## src/rtl/core/esfc_pkg.sv

```systemverilog
// Shared types, constants and helpers for the elevator stepper floor controller.
`default_nettype none

package esfc_pkg;

  localparam int unsigned TOP_FLOOR = 5;

  localparam int unsigned BUTTON_W = 8;
  localparam int unsigned FLOOR_W  = 3;
  localparam int unsigned COIL_W   = 4;
  localparam int unsigned PHASE_W  = 2;
  localparam int unsigned TURNS_W  = 8;
  localparam int unsigned DELAY_W  = 16;
  localparam int unsigned CFG_IDX_W  = 2;
  localparam int unsigned CFG_DATA_W = 16;

  localparam logic [TURNS_W-1:0] TURNS_RESET = 8'd10;
  localparam logic [DELAY_W-1:0] DELAY_RESET = 16'd5000;

  localparam logic [PHASE_W-1:0] LAST_PHASE = 2'd3;

  // Configuration register indexes.
  localparam logic [CFG_IDX_W-1:0] REG_TURNS_PER_FLOOR = 2'd0;
  localparam logic [CFG_IDX_W-1:0] REG_STEP_DELAY      = 2'd1;

  typedef struct packed {
    logic               valid;
    logic [FLOOR_W-1:0] floor;
  } esfc_req_t;

  typedef struct packed {
    logic [COIL_W-1:0]  coil;
    logic [FLOOR_W-1:0] floor;
    logic               busy;
  } esfc_status_t;

  // Wave drive: one coil at a time, 1,2,4,8 going up and 8,4,2,1 going down.
  function automatic logic [COIL_W-1:0] coil_for(input logic [PHASE_W-1:0] phase,
                                                 input logic up);
    logic [COIL_W-1:0] pattern;
    if (up) begin
      pattern = 4'b0001 << phase;
    end else begin
      pattern = 4'b1000 >> phase;
    end
    return pattern;
  endfunction

endpackage

`default_nettype wire

```

## src/rtl/core/esfc_req_decode.sv

```systemverilog
// Button port decoder: turns a single-bit button value into a floor request.
`default_nettype none

module esfc_req_decode (
  input  wire logic [esfc_pkg::BUTTON_W-1:0] button_port,
  input  wire logic [esfc_pkg::FLOOR_W-1:0]  current_floor,
  output esfc_pkg::esfc_req_t                req
);

  logic [esfc_pkg::FLOOR_W-1:0] floor_sel;

  // Only an exact single-bit value counts; all compares are independent.
  always_comb begin
    floor_sel = '0;
    for (int k = 0; k < esfc_pkg::TOP_FLOOR; k++) begin
      if (button_port == (esfc_pkg::BUTTON_W'(1) << k)) begin
        floor_sel = esfc_pkg::FLOOR_W'(k + 1);
      end
    end
  end

  assign req.floor = floor_sel;
  assign req.valid = (floor_sel != '0) && (floor_sel != current_floor);

endmodule

`default_nettype wire

```

## src/rtl/core/esfc_motion.sv

```systemverilog
// Motion state: floor tracking, phase sequencing and coil drive.
`default_nettype none

module esfc_motion (
  input  wire logic                          clk,
  input  wire logic                          rst_n,
  input  wire logic                          step_en,
  input  wire esfc_pkg::esfc_req_t           req,
  input  wire logic [esfc_pkg::TURNS_W-1:0]  turns_per_floor,
  input  wire logic [esfc_pkg::DELAY_W-1:0]  step_delay,
  output logic [esfc_pkg::FLOOR_W-1:0]       current_floor,
  output esfc_pkg::esfc_status_t             status_nxt
);

  logic [esfc_pkg::FLOOR_W-1:0] current_floor_r, current_floor_nxt;
  logic [esfc_pkg::FLOOR_W-1:0] target_floor_r,  target_floor_nxt;
  logic                         moving_up_r,     moving_up_nxt;
  logic                         moving_r,        moving_nxt;
  logic [esfc_pkg::PHASE_W-1:0] phase_index_r,   phase_index_nxt;
  logic [esfc_pkg::TURNS_W-1:0] cycle_count_r,   cycle_count_nxt;
  logic [esfc_pkg::DELAY_W-1:0] delay_count_r,   delay_count_nxt;
  logic [esfc_pkg::COIL_W-1:0]  coil_register_r, coil_register_nxt;

  logic [esfc_pkg::DELAY_W-1:0] hold;
  logic                         delay_done;
  logic [esfc_pkg::FLOOR_W-1:0] floor_step;

  assign hold       = (step_delay == '0) ? esfc_pkg::DELAY_W'(1) : step_delay;
  assign delay_done = ({1'b0, delay_count_r} + (esfc_pkg::DELAY_W+1)'(1)) >= {1'b0, hold};
  assign floor_step = moving_up_r ? (current_floor_r + esfc_pkg::FLOOR_W'(1))
                                  : (current_floor_r - esfc_pkg::FLOOR_W'(1));

  always_comb begin
    current_floor_nxt = current_floor_r;
    target_floor_nxt  = target_floor_r;
    moving_up_nxt     = moving_up_r;
    moving_nxt        = moving_r;
    phase_index_nxt   = phase_index_r;
    cycle_count_nxt   = cycle_count_r;
    delay_count_nxt   = delay_count_r;
    coil_register_nxt = coil_register_r;
    if (step_en) begin
      if (moving_r) begin
        if (delay_done) begin
          delay_count_nxt = '0;
          if (phase_index_r == esfc_pkg::LAST_PHASE) begin
            phase_index_nxt = '0;
            if (cycle_count_r >= turns_per_floor) begin
              cycle_count_nxt   = '0;
              current_floor_nxt = floor_step;
              if (floor_step == target_floor_r) begin
                moving_nxt = 1'b0;
              end
            end else begin
              cycle_count_nxt = cycle_count_r + esfc_pkg::TURNS_W'(1);
            end
          end else begin
            phase_index_nxt = phase_index_r + esfc_pkg::PHASE_W'(1);
          end
          // On arrival the coil keeps the last pattern it was driving.
          if (moving_nxt) begin
            coil_register_nxt = esfc_pkg::coil_for(phase_index_nxt, moving_up_r);
          end
        end else begin
          delay_count_nxt = delay_count_r + esfc_pkg::DELAY_W'(1);
        end
      end else if (req.valid) begin
        target_floor_nxt  = req.floor;
        moving_up_nxt     = req.floor > current_floor_r;
        moving_nxt        = 1'b1;
        phase_index_nxt   = '0;
        cycle_count_nxt   = '0;
        delay_count_nxt   = '0;
        coil_register_nxt = esfc_pkg::coil_for('0, req.floor > current_floor_r);
      end
    end
  end

  always_ff @(posedge clk) begin
    if (!rst_n) begin
      current_floor_r <= '0;
      target_floor_r  <= '0;
      moving_up_r     <= 1'b0;
      moving_r        <= 1'b0;
      phase_index_r   <= '0;
      cycle_count_r   <= '0;
      delay_count_r   <= '0;
      coil_register_r <= '0;
    end else begin
      current_floor_r <= current_floor_nxt;
      target_floor_r  <= target_floor_nxt;
      moving_up_r     <= moving_up_nxt;
      moving_r        <= moving_nxt;
      phase_index_r   <= phase_index_nxt;
      cycle_count_r   <= cycle_count_nxt;
      delay_count_r   <= delay_count_nxt;
      coil_register_r <= coil_register_nxt;
    end
  end

  assign current_floor    = current_floor_r;
  assign status_nxt.coil  = coil_register_nxt;
  assign status_nxt.floor = current_floor_nxt;
  assign status_nxt.busy  = moving_nxt;

`ifndef SYNTHESIS
  a_busy_coil_onehot: assert property (@(posedge clk) disable iff (!rst_n)
    moving_r |-> $onehot(coil_register_r))
    else $error("coil drive is not one-hot during a move");

  a_busy_not_at_target: assert property (@(posedge clk) disable iff (!rst_n)
    moving_r |-> (current_floor_r != target_floor_r))
    else $error("move in progress while already at the target floor");

  a_idle_no_request_holds: assert property (@(posedge clk) disable iff (!rst_n)
    (rst_n && step_en && !moving_r && !req.valid) |=>
      (!moving_r && $stable(current_floor_r) && $stable(coil_register_r)))
    else $error("idle beat without a request changed the motion state");

  a_phase_holds_in_delay: assert property (@(posedge clk) disable iff (!rst_n)
    (rst_n && step_en && moving_r && !delay_done) |=>
      ($stable(phase_index_r) && $stable(coil_register_r) && moving_r))
    else $error("coil phase advanced before its hold time ran out");
`endif

endmodule

`default_nettype wire

```

## src/rtl/core/elevator_stepper_floor_controller.sv

```systemverilog
// Top level of the elevator stepper floor controller.
`default_nettype none

// Each input beat is one timing tick of the controller and yields exactly one
// result beat carrying the coil drive, the floor shown on the display and the
// busy flag as they stand after that tick. While idle, a button value equal to
// exactly 1, 2, 4, 8 or 16 requests floors 1 to 5; any other value, a request
// for the current floor and any input during a move are ignored. A move drives
// one coil at a time (1,2,4,8 up, 8,4,2,1 down), holds each phase for
// step_delay ticks (zero acts as one) and spends turns_per_floor+1 four-phase
// cycles per floor. The block takes one beat every clock and produces one
// result beat every clock while the output is not stalled; each beat passes
// through the input register and then the result register, with the whole
// state update done in the single combinational pass between them. A stalled
// output holds both stages in place. Configuration writes are always ready;
// register index 0 is turns_per_floor (low 8 data bits), index 1 is
// step_delay, and other indexes are dropped.
module elevator_stepper_floor_controller (
  input  wire logic                             clk,
  input  wire logic                             rst_n,
  input  wire logic                             in_valid,
  output logic                                  in_ready,
  input  wire logic [esfc_pkg::BUTTON_W-1:0]    in_button_port,
  output logic                                  out_valid,
  input  wire logic                             out_ready,
  output logic [esfc_pkg::COIL_W-1:0]           out_coil_pattern,
  output logic [esfc_pkg::FLOOR_W-1:0]          out_floor_display,
  output logic                                  out_busy_res,
  input  wire logic                             cfg_valid,
  output logic                                  cfg_ready,
  input  wire logic [esfc_pkg::CFG_IDX_W-1:0]   cfg_index,
  input  wire logic [esfc_pkg::CFG_DATA_W-1:0]  cfg_data
);

  // Configuration registers.
  logic [esfc_pkg::TURNS_W-1:0] turns_per_floor_r;
  logic [esfc_pkg::DELAY_W-1:0] step_delay_r;

  // Input register.
  logic                          s1_valid_r;
  logic [esfc_pkg::BUTTON_W-1:0] s1_button_r;

  // Result register.
  logic                   out_valid_r;
  esfc_pkg::esfc_status_t out_status_r;

  logic                         advance;
  esfc_pkg::esfc_req_t          req;
  esfc_pkg::esfc_status_t       status_nxt;
  logic [esfc_pkg::FLOOR_W-1:0] current_floor;

  // The buffered beat moves forward whenever the result slot is free or is
  // being emptied this cycle; the input register refills in the same cycle.
  assign advance  = s1_valid_r && (!out_valid_r || out_ready);
  assign in_ready = !s1_valid_r || advance;
  assign cfg_ready = 1'b1;

  always_ff @(posedge clk) begin
    if (!rst_n) begin
      turns_per_floor_r <= esfc_pkg::TURNS_RESET;
      step_delay_r      <= esfc_pkg::DELAY_RESET;
    end else if (cfg_valid) begin
      unique case (cfg_index)
        esfc_pkg::REG_TURNS_PER_FLOOR: begin
          turns_per_floor_r <= cfg_data[esfc_pkg::TURNS_W-1:0];
        end
        esfc_pkg::REG_STEP_DELAY: begin
          step_delay_r <= cfg_data[esfc_pkg::DELAY_W-1:0];
        end
        default: begin
        end
      endcase
    end
  end

  always_ff @(posedge clk) begin
    if (!rst_n) begin
      s1_valid_r <= 1'b0;
    end else if (in_ready) begin
      s1_valid_r <= in_valid;
    end
  end

  always_ff @(posedge clk) begin
    if (in_ready && in_valid) begin
      s1_button_r <= in_button_port;
    end
  end

  always_ff @(posedge clk) begin
    if (!rst_n) begin
      out_valid_r <= 1'b0;
    end else if (advance) begin
      out_valid_r <= 1'b1;
    end else if (out_ready) begin
      out_valid_r <= 1'b0;
    end
  end

  always_ff @(posedge clk) begin
    if (advance) begin
      out_status_r <= status_nxt;
    end
  end

  esfc_req_decode u_req_decode (
    .button_port   (s1_button_r),
    .current_floor (current_floor),
    .req           (req)
  );

  esfc_motion u_motion (
    .clk             (clk),
    .rst_n           (rst_n),
    .step_en         (advance),
    .req             (req),
    .turns_per_floor (turns_per_floor_r),
    .step_delay      (step_delay_r),
    .current_floor   (current_floor),
    .status_nxt      (status_nxt)
  );

  assign out_valid         = out_valid_r;
  assign out_coil_pattern  = out_status_r.coil;
  assign out_floor_display = out_status_r.floor;
  assign out_busy_res      = out_status_r.busy;

`ifndef SYNTHESIS
  a_out_holds_on_stall: assert property (@(posedge clk) disable iff (!rst_n)
    (out_valid && !out_ready) |=> (out_valid && $stable(out_coil_pattern)
      && $stable(out_floor_display) && $stable(out_busy_res)))
    else $error("result beat changed while stalled");

  a_stall_blocks_input: assert property (@(posedge clk) disable iff (!rst_n)
    (s1_valid_r && out_valid_r && !out_ready) |-> !in_ready)
    else $error("input accepted while both stages are full and stalled");

  a_floor_in_range: assert property (@(posedge clk) disable iff (!rst_n)
    out_valid |-> (out_floor_display <= esfc_pkg::FLOOR_W'(esfc_pkg::TOP_FLOOR)))
    else $error("displayed floor out of range");
`endif

endmodule

`default_nettype wire
```

## config.mk

```make
export PLATFORM = sky130hd
export DESIGN_NAME = elevator_stepper_floor_controller
export DESIGN_NICKNAME = d
export VERILOG_FILES = /design/src/rtl/core/esfc_pkg.sv /design/src/rtl/core/esfc_req_decode.sv /design/src/rtl/core/esfc_motion.sv /design/src/rtl/core/elevator_stepper_floor_controller.sv
export SDC_FILE = /design/constraint.sdc
export NUM_CORES = 1
export LEC_CHECK = 0
export ABC_CLOCK_PERIOD_IN_PS = 4300
export BUFFER_PORTS_ARGS = -buffer_cell sky130_fd_sc_hd__buf_2
export CAP_MARGIN = 20
export CELL_PAD_IN_SITES_DETAIL_PLACEMENT = 1
export CELL_PAD_IN_SITES_GLOBAL_PLACEMENT = 1
export CORE_MARGIN = 2
export CORE_UTILIZATION = 40
export CTS_CLUSTER_SIZE = 20
export DETAILED_ROUTE_END_ITERATION = 8
export HOLD_SLACK_MARGIN = 0.03
export PLACE_DENSITY_LB_ADDON = 0.1
export SETUP_SLACK_MARGIN = 0.1
export SYNTH_ARGS = -nofsm -noshare
export SYNTH_HDL_FRONTEND = slang
export SYNTH_HIERARCHICAL = 1
export SYNTH_SLANG_ARGS = --single-unit
```

## constraint.sdc

```tcl
create_clock -name clk -period 4.3 [get_ports clk]
set_input_delay 0.645 -clock clk [delete_from_list [all_inputs] [get_ports clk]]
set_output_delay 0.645 -clock clk [all_outputs]
set_load 0.05 [all_outputs]
```

# Yosys cells after proc, flatten, opt, wreduce, memory -nomap -nowiden
# Index checks and enable logic that the tools add are counted.
[word_totals]
elab_cells = 103
ff_bits = 80
out_inout_bits = 11
in_bits = 31
[op_classes]
mux = 46
shifts = 2
n_reduce_logical = 18
n_lt_le_gt_ge = 3
add_sub_neg = 6
bitwise_logic = 1
n_eq_ne = 11
[op_table]
columns = ["operator", "count"]
rows = [
  ["16-bit 2-to-1 mux", 4],
  ["8-bit 2-to-1 mux", 5],
  ["4-bit 2-to-1 mux", 7],
  ["3-bit 2-to-1 mux", 8],
  ["2-bit 2-to-1 mux", 9],
  ["16-bit by 1-bit adder with 17-bit output, second input constant", 1],
  ["17-bit by 16-bit >= comparator with 1-bit output", 1],
  ["16-bit by 1-bit adder with 16-bit output, second input constant", 1],
  ["16-bit zero test", 1],
  ["1-bit 2-to-1 mux", 13],
  ["8-bit by 1-bit adder with 8-bit output, second input constant", 1],
  ["8-bit by 1-bit equality test with 1-bit output, second input constant", 1],
  ["8-bit by 2-bit equality test with 1-bit output, second input constant", 1],
  ["8-bit by 3-bit equality test with 1-bit output, second input constant", 1],
  ["8-bit by 4-bit equality test with 1-bit output, second input constant", 1],
  ["8-bit by 5-bit equality test with 1-bit output, second input constant", 1],
  ["8-bit >= comparator", 1],
  ["2-bit AND reduction", 3],
  ["3-bit AND reduction", 2],
  ["2-bit != test, second input constant", 2],
  ["4-bit AND reduction", 1],
  ["2-bit nonzero test", 2],
  ["1-bit by 2-bit left shift with 4-bit output, first input constant", 1],
  ["4-bit by 2-bit right shift with 4-bit output, first input constant", 1],
  ["14 further kinds", 18],
]

# Logic depth before layout (Yosys ltp)
# Gate-level depths: netlist (run 1).
[logic_depth]
word_depth = 13
ltp_mapped = 15
ltp_nobuf = 12

# By module
# The synthesis (run 1) kept the hierarchy.
[by_module_without_submodules]
columns = ["module", "instances", "cells_each", "area_each_um2", "seq_area_each_um2"]
rows = [
  ["esfc_motion", 1, 372, 3006.6, 760.7],
  ["elevator_stepper_floor_controller", 1, 126, 1534.0, 1001.0],
  ["esfc_req_decode", 1, 27, 201.4, 0.0],
]

# Worst setup path after synthesis (run 1)
# Ideal clock, no wire load.
[synth_timing]
kind = "reg-to-reg"
start = "reg u_motion/delay_count_r[4] (netlist name)"
end = "reg out_status_r, in the netlist out_floor_display[0] (data pin)"
required_time_ps = 4038
n_path_buf = 2
synth_period_minus_slack_ps = 3039
setup_slack_ps = 1261
arrival_ps = 2777
setup_time_ps = 262
path_stages_with_launch = 15
cell_sequence = "dfxtp_1 buf_2 nand4_2 nor2_1 nand2_1 nor3_1 xor2_1 ha_1 nand3_1 nor3_1 and3_1 nor3_4 or3_1 buf_2 xnor2_1"
[synth_rtl]
columns = ["item", "line", "text"]
rows = [
  ["from (decl)", "esfc_motion.sv:21", "logic [esfc_pkg::DELAY_W-1:0] delay_count_r, delay_count_nxt;"],
  ["from (signal assigned)", "esfc_motion.sv:96", "delay_count_r <= delay_count_nxt;"],
  ["to (signal assigned)", "elevator_stepper_floor_controller.sv:102", "out_status_r <= status_nxt;"],
  ["to (decl)", "elevator_stepper_floor_controller.sv:45", "esfc_pkg::esfc_status_t out_status_r;"],
]

==> run_results.csv, run 1 <==
group,metric,value,unit
worst_setup_path,ff2ff_path_depth,13,
grt,grtUsageTotal,20.1,%
synth,synth_seq_cells,80,
worst_setup_path,cpMostUsedCell,"nor3_1",
synth,syn_inst,525,
cts,cts.repair.resized,0,
synth,async_reset_ff_share,0,%
worst_setup_path,cp_cell_sequence,"nand4_2, nor2_1, nand2_1, nor3_1, xor2_1, ha_1, nand3_1, nor3_1, and3_1, nor3_4, buf_4, or3_1, mux2i_1",
floorplan,start_util,41.2,%
hold_path,min_path_type,"flip-flop to flip-flop",
floorplan,ios,42,
hold_path,holdPathStages,2,
layout,final_area,0.00529,mm2
synth,synth.avg_cell_area,9.03,um2
sta,skew,0.00634,ns
placement,port_buffers,40,
sta,finalSetupViolCount,0,
synth,synth_ff_type,"dfxtp_1",
route,routedWlPerCell,16.9,um
flow_run,cap_violations,0,
cts,numCtsBuffers,9,
sta,worst_pin_slew,0.889,ns
worst_setup_path,cp_num_buf_inv,1,
power,p_int,0.00122,W
placement,dp_slack,0.642,ns
sta,fmax,268,MHz
floorplan,rows,39,
worst_setup_path,start_kind,"flip-flop",
power,clkPwrFrac,43.1,%
power,power.density,301,mW/mm2
worst_setup_path,worst-path-max-fanout,36,
cts,cts.sinks,80,
status,status,"complete, but fails checks",
worst_setup_path,arrival,3.82,ns
worst_setup_path,crit_type,"flip-flop to flip-flop",
sta,setup_ws,0.569,ns
worst_setup_path,cp_top_family,"simple AND/OR/NAND/NOR gates",
synth,syn_area,0.00474,mm2
cts,root_buffer,"clkbuf_16",
route,firstDrtPassIters,6,
cts,insertion_delay,0.34,ns
sta,report.final.slew_viol_count,0,
power,irDropWorstVdd,0.130,mV
layout,syn2layout_area_growth,11.6,%
route,vias,3943,
worst_setup_path,slowest_delay,0.51,ns
cts,clk_path_buf_depth,2,
synth,synth-seq-area-share,37.2,%
power,switching_power,0.000376,W
layout,layout_common_cells,"64 x dfxtp_1, 63 x nand2_1, 42 x inv_1",
grt,grt_max_degree,50,
placement,dpl.hpwl,9.22,mm
sta,tns,0,ns
placement,place_congestion,0.834,
sta,finalCriticalPeriod,3.73,ns
worst_setup_path,critPathSlowestCell,"or3_1",
worst_setup_path,cp_data_required_time,4.39,ns
synth,yosys.area.top_type_share,27.0,%
layout,final_common_cell,"dfxtp_1",
power,pwr-share-comb,6.8,%
route,highest_layer,"met4",
synth,yosysWarnings,6,
floorplan,fp.dieH,113,um
worst_setup_path,worst-path-stages,13,
route,routed_wl,11.9,mm
grt,first_global_vias,4181,
sta,fin_crit_sh,86.8,%
synth,synth.distinct_cells,72,
power,p_seq_share,50.1,%
cts,postCtsSetupBuffers,0,
route,wl_met2,6.02,mm
cts,cts_tree,"yes",
worst_setup_path,worstSetupEndpointType,"flip-flop",
route,drc,1,
route,drt-met1-wl,5.32,mm
cts,cts_max_level,3,
cts,ctsHoldBuffers,0,
sta,hold_viol,0,
power,leakage,2.16,nW
route,ant_nets,0,
layout,antenna_cells,0,
sta,whs,0.456,ns
grt,gr-total-overflow,0,
layout,fillers,1351,
synth,yosys-top-cells-area,"dfxtp_1 27%, edfxtp_1 10%, ha_1 8.7%",
synth,synth_edf_count,16,
layout,utilization,46.0,%
synth,post-synth-top-area-cell,"dfxtp_1",
sta,rsz0062_at_grt,"false",
power,power.share.switching,23.6,%
synth,synth_nets,590,
floorplan,die_area,0.0127,mm2
layout,drive_gt1_share,13.3,%
layout,fin_nets,623,
floorplan,design.core.area,0.0115,mm2
floorplan,die_x,113,um
route,routed_via_density,5.58,
route,met3WireLength,306,um
route,initialDrtViolationCount,97,
grt,antenna_found_initial,0,
grt,grt_pass1_wl,20.5,mm
sta,slew_headroom,40.7,%
placement,post_dp_cell_area,0.00504,mm2
cts,path_clk_slew,0.06,ns
status,violations,"DRC",
-- flip-flops by register name, summed over array words and instances (netlist names), 4 cells and up --
register and count:
step_delay_r 16, u_motion/cycle_count_r 8, u_motion/delay_count_r 16, turns_per_floor_r 8, s1_button_r 8, u_motion/coil_register_r 4, out_coil_pattern 4
-- worst register-to-register path: stages, from the launching register on --
cell and delay [ns]:
dfxtp_1 0.46, nand4_2 0.19, nor2_1 0.26, nand2_1 0.12
nor3_1 0.25, xor2_1 0.14, ha_1 0.33, nand3_1 0.10
nor3_1 0.33, and3_1 0.30, nor3_4 0.06, buf_4 0.26
or3_1 0.51, mux2i_1 0.16
-- stage by stage --
step	std cells	power [W]
finish	706	0.00159
global route	706	0.00165
CTS	706	0.00161
detailed placement	690	0.000924
global placement	690	0.000919
floorplan	525	0.000882
-- area by class of cell --
cell class / count / area, um2 / share of cell area, %
Multi-Input combinational cell: 377 / 2690 / 50.7
Sequential cell: 80 / 1760 / 33.3
Timing Repair Buffer: 47 / 253 / 4.77
Clock buffer: 15 / 248 / 4.68
Tap cell: 143 / 179 / 3.38
Inverter: 43 / 161 / 3.05
Clock inverter: 1 / 6.26 / 0.118
-- Yosys cell counts (5+ instances only) --
cell type and instances:
a211oi_1 7, a21oi_1 19, a31oi_1 11, a32o_1 11, buf_2 5, buf_4 7, clkbuf_1 12, dfxtp_1 64
edfxtp_1 16, ha_1 33, inv_1 42, mux2i_1 24, nand2_1 63, nand3_1 21, nand4_1 6, nand4b_1 5
nor2_1 25, nor2b_1 10, nor3_1 8, nor4_1 7, o211ai_1 9, o21ai_0 11, o21ai_1 10, or3_1 5
xnor2_1 18, xor2_1 10
-- worst paths after layout --
path | startpoint | endpoint | slack (ns)
worst max-delay path | u_motion/delay_count_r[4] | out_floor_display[1] | 0.57
worst min-delay path | turns_per_floor_r[5] | turns_per_floor_r[5] | 0.46
worst max register to register | u_motion/delay_count_r[4] | out_floor_display[1] | 0.57
worst min register to register | turns_per_floor_r[5] | turns_per_floor_r[5] | 0.46
-- kinds of logic after synthesis --
| family | synth area share [%] |
|---|---|
| AO/OA/AOI/OAI | 16.6 |
| adder cells (fa/ha/maj) | 9.13 |
| flip-flops | 37.2 |
| multiplexers | 5.30 |
| AND/OR/NAND/NOR | 20.3 |
| buffers and inverters | 6.23 |
| other | 0.0791 |
| XOR/XNOR | 5.17 |
-- layer usage --
metal	global-route usage, %	up-vias
met3	2.89	17
li1	-	1965
met1	24.5	1909
met5	0	-
met2	35.5	52
met4	8.86	0
-- power groups by stage --
stage | Clock, W | Sequential [W] | Combinational, W
2_1_floorplan | 0 | 0.000820 | 0.0000620
5_1_grt | 0.000733 | 0.000799 | 0.000121
6_report | 0.000687 | 0.000797 | 0.000108
4_1_cts | 0.000705 | 0.000797 | 0.000110
3_5_place_dp | 0 | 0.000814 | 0.000110
3_3_place_gp | 0 | 0.000813 | 0.000107
Note: power is estimated with default switching activity, not from simulation.
==> inputs of run 2 (changes only) <==
RECOVER_POWER = 100   (was not set)
==> run 2 against run 1 <==
  * The flow finishes with violations (DRC, capacitance limit, slew limit)
  * Flip-flop and latch count stayed put
  * Clock-buffer cell count is the same
  * Core utilization is 0.34 points lower
  * Register-to-register slack worse by 0.07 ns
  * Global-route usage unchanged
  * Worst hold slack hardly changed
  * Sequential power barely moved
  * Via count shrank 0.28%
  * Critical path depth did not move
==> run_results.csv, run 2 (synthesis results as in run 1) <==
group,metric,value,unit
floorplan,die_area,0.0127,mm2
worst_setup_path,r2r_slack,0.50,ns
sta,finalCriticalPeriod,3.80,ns
floorplan,fp.dieH,113,um
power,power.density,302,mW/mm2
worst_setup_path,r2r_end,"u_motion/cycle_count_r[2]",
layout,reg.largest.list,"step_delay_r (16), u_motion/delay_count_r (16)",
floorplan,ios,42,
route,drc,1,
cts,insertion_delay,0.34,ns
layout,antenna_cells,0,
worst_setup_path,crit_type,"flip-flop to flip-flop",
worst_setup_path,ff2ff_path_depth,13,
worst_setup_path,cp_top_family,"simple AND/OR/NAND/NOR gates",
route,routed_wl,11.9,mm
sta,worst_pin_slew,2.10,ns
grt,antenna_found_initial,0,
cts,clk_path_buf_depth,2,
hold_path,holdPathEnd,"turns_per_floor_r[5]",
worst_setup_path,start_kind,"flip-flop",
worst_setup_path,cp_cell_sequence,"nand4_1, nor2_1, nand2_1, nor3_1, xor2_1, ha_1, a21o_1, a21oi_1, o21ai_0, nor3_1, buf_4, nor2_1, a311o_1",
route,ant_nets,0,
floorplan,die_x,113,um
sta,whs,0.456,ns
route,firstDrtPassIters,6,
sta,finalSetupViolCount,0,
layout,layout_common_cells,"64 x dfxtp_1, 63 x nand2_1, 42 x inv_1",
layout,drive_gt1_share,10.8,%
route,vias,3932,
worst_setup_path,worstSetupEndpointType,"flip-flop",
cts,cts_tree,"yes",
cts,numCtsBuffers,9,
status,violations,"DRC, capacitance limit, slew limit",
grt,grtUsageTotal,20.1,%
floorplan,rows,39,
route,routed_via_density,5.57,
route,routedWlPerCell,16.9,um
placement,port_buffers,40,
grt,grt_max_degree,50,
layout,final_common_cell,"dfxtp_1",
worst_setup_path,slowest_delay,0.44,ns
cts,cts.sinks,80,
power,leakage,2.11,nW
cts,cts.repair.resized,0,
route,initialDrtViolationCount,135,
worst_setup_path,arrival,4.03,ns
sta,tns,0,ns
floorplan,start_util,41.2,%
floorplan,design.core.area,0.0115,mm2
layout,fillers,1356,
power,irDropWorstVdd,0.129,mV
flow_run,cap_violations,1,
sta,fmax,263,MHz
sta,hold_viol,0,
cts,root_buffer,"clkbuf_16",
status,status,"complete, but fails checks",
worst_setup_path,worst-path-max-fanout,36,
placement,dpl.hpwl,9.22,mm
hold_path,hold_start,"turns_per_floor_r[5]",
hold_path,min_path_type,"flip-flop to flip-flop",
worst_setup_path,cp_num_buf_inv,1,
grt,gr-total-overflow,0,
cts,postCtsSetupBuffers,0,
sta,fin_crit_sh,88.4,%
worst_setup_path,cp_data_required_time,4.52,ns
worst_setup_path,worstReg2RegStart,"u_motion/delay_count_r[4]",
grt,grt_pass1_wl,20.5,mm
cts,path_clk_slew,0.06,ns
sta,skew,0.00621,ns
sta,report.final.slew_viol_count,50,
placement,place_congestion,0.834,
hold_path,holdPathStages,2,
worst_setup_path,critPathSlowestCell,"dfxtp_1",
cts,cts_max_level,3,
layout,syn2layout_area_growth,10.8,%
grt,first_global_vias,4181,
layout,fin_nets,623,
sta,slew_headroom,-39.9,%
sta,rsz0062_at_grt,"false",
cts,ctsHoldBuffers,0,
run 2: cell types whose count changed in the layout (fill, tap and decap cells not counted), moves of 2 or more:
cell,before,now
clkbuf_1,6,18
buf_2,40,30
o21ai_0,11,17
o21ai_1,10,4
buf_4,7,5
run 2: worst reg2reg max path: stages, from the launching register on:
cell and delay (ns):
dfxtp_1 0.44, nand4_1 0.25, nor2_1 0.29, nand2_1 0.12
nor3_1 0.25, xor2_1 0.26, ha_1 0.29, a21o_1 0.18
a21oi_1 0.14, o21ai_0 0.16, nor3_1 0.24, buf_4 0.41
nor2_1 0.24, a311o_1 0.40
run 2: cell type report:
cell class / instances / area, um2 / share of cell area [%]
multi-input combinational: 377 / 2670 / 50.7
sequential: 80 / 1760 / 33.5
clock buffer: 15 / 248 / 4.71
timing repair buffer: 47 / 233 / 4.43
tap: 143 / 179 / 3.40
inverter: 43 / 161 / 3.07
clock inverter: 1 / 6.26 / 0.119
run 2: worst max path at each step:
stage | from | end | slack, ns | cells after the start
detailed placement | u_motion/delay_count_r[4] | out_floor_display[0] | 0.64 | 13
finish | u_motion/delay_count_r[4] | u_motion/cycle_count_r[2] | 0.50 | 13
global route | u_motion/delay_count_r[4] | u_motion/cycle_count_r[2] | 0.18 | 13
global placement | u_motion/delay_count_r[2] | out_floor_display[0] | 0.80 | 13
floorplan | u_motion/delay_count_r[4] | out_floor_display[0] | 1.26 | 14
CTS | u_motion/delay_count_r[2] | out_floor_display[0] | 0.62 | 13
run 2: where the power goes:
part	internal, W	switching [W]
Sequential	0.000783	0.0000144
Clock	0.000393	0.000293
Combinational	0.0000385	0.0000683
run 2: per-stage QoR:
step	utilization (%)	total power, W	setup WS (ns)	area [um2]	std cells
after floorplan	-	0.000882	1.26	4740	525
after global placement	43.8	0.000919	0.796	5040	690
after detailed placement	43.8	0.000924	0.642	5040	690
after CTS	46.0	0.00161	0.617	5290	706
after global routing	45.6	0.00165	0.177	5260	706
final	45.6	0.00159	0.497	5260	706
run 2: layer usage:
metal	GRT usage, %	up-vias	part of all wire (%)
li1	-	1963	-
met3	2.89	17	2.2
met4	8.86	0	2.3
met2	35.5	42	50
met1	24.5	1910	45
met5	0	-	0
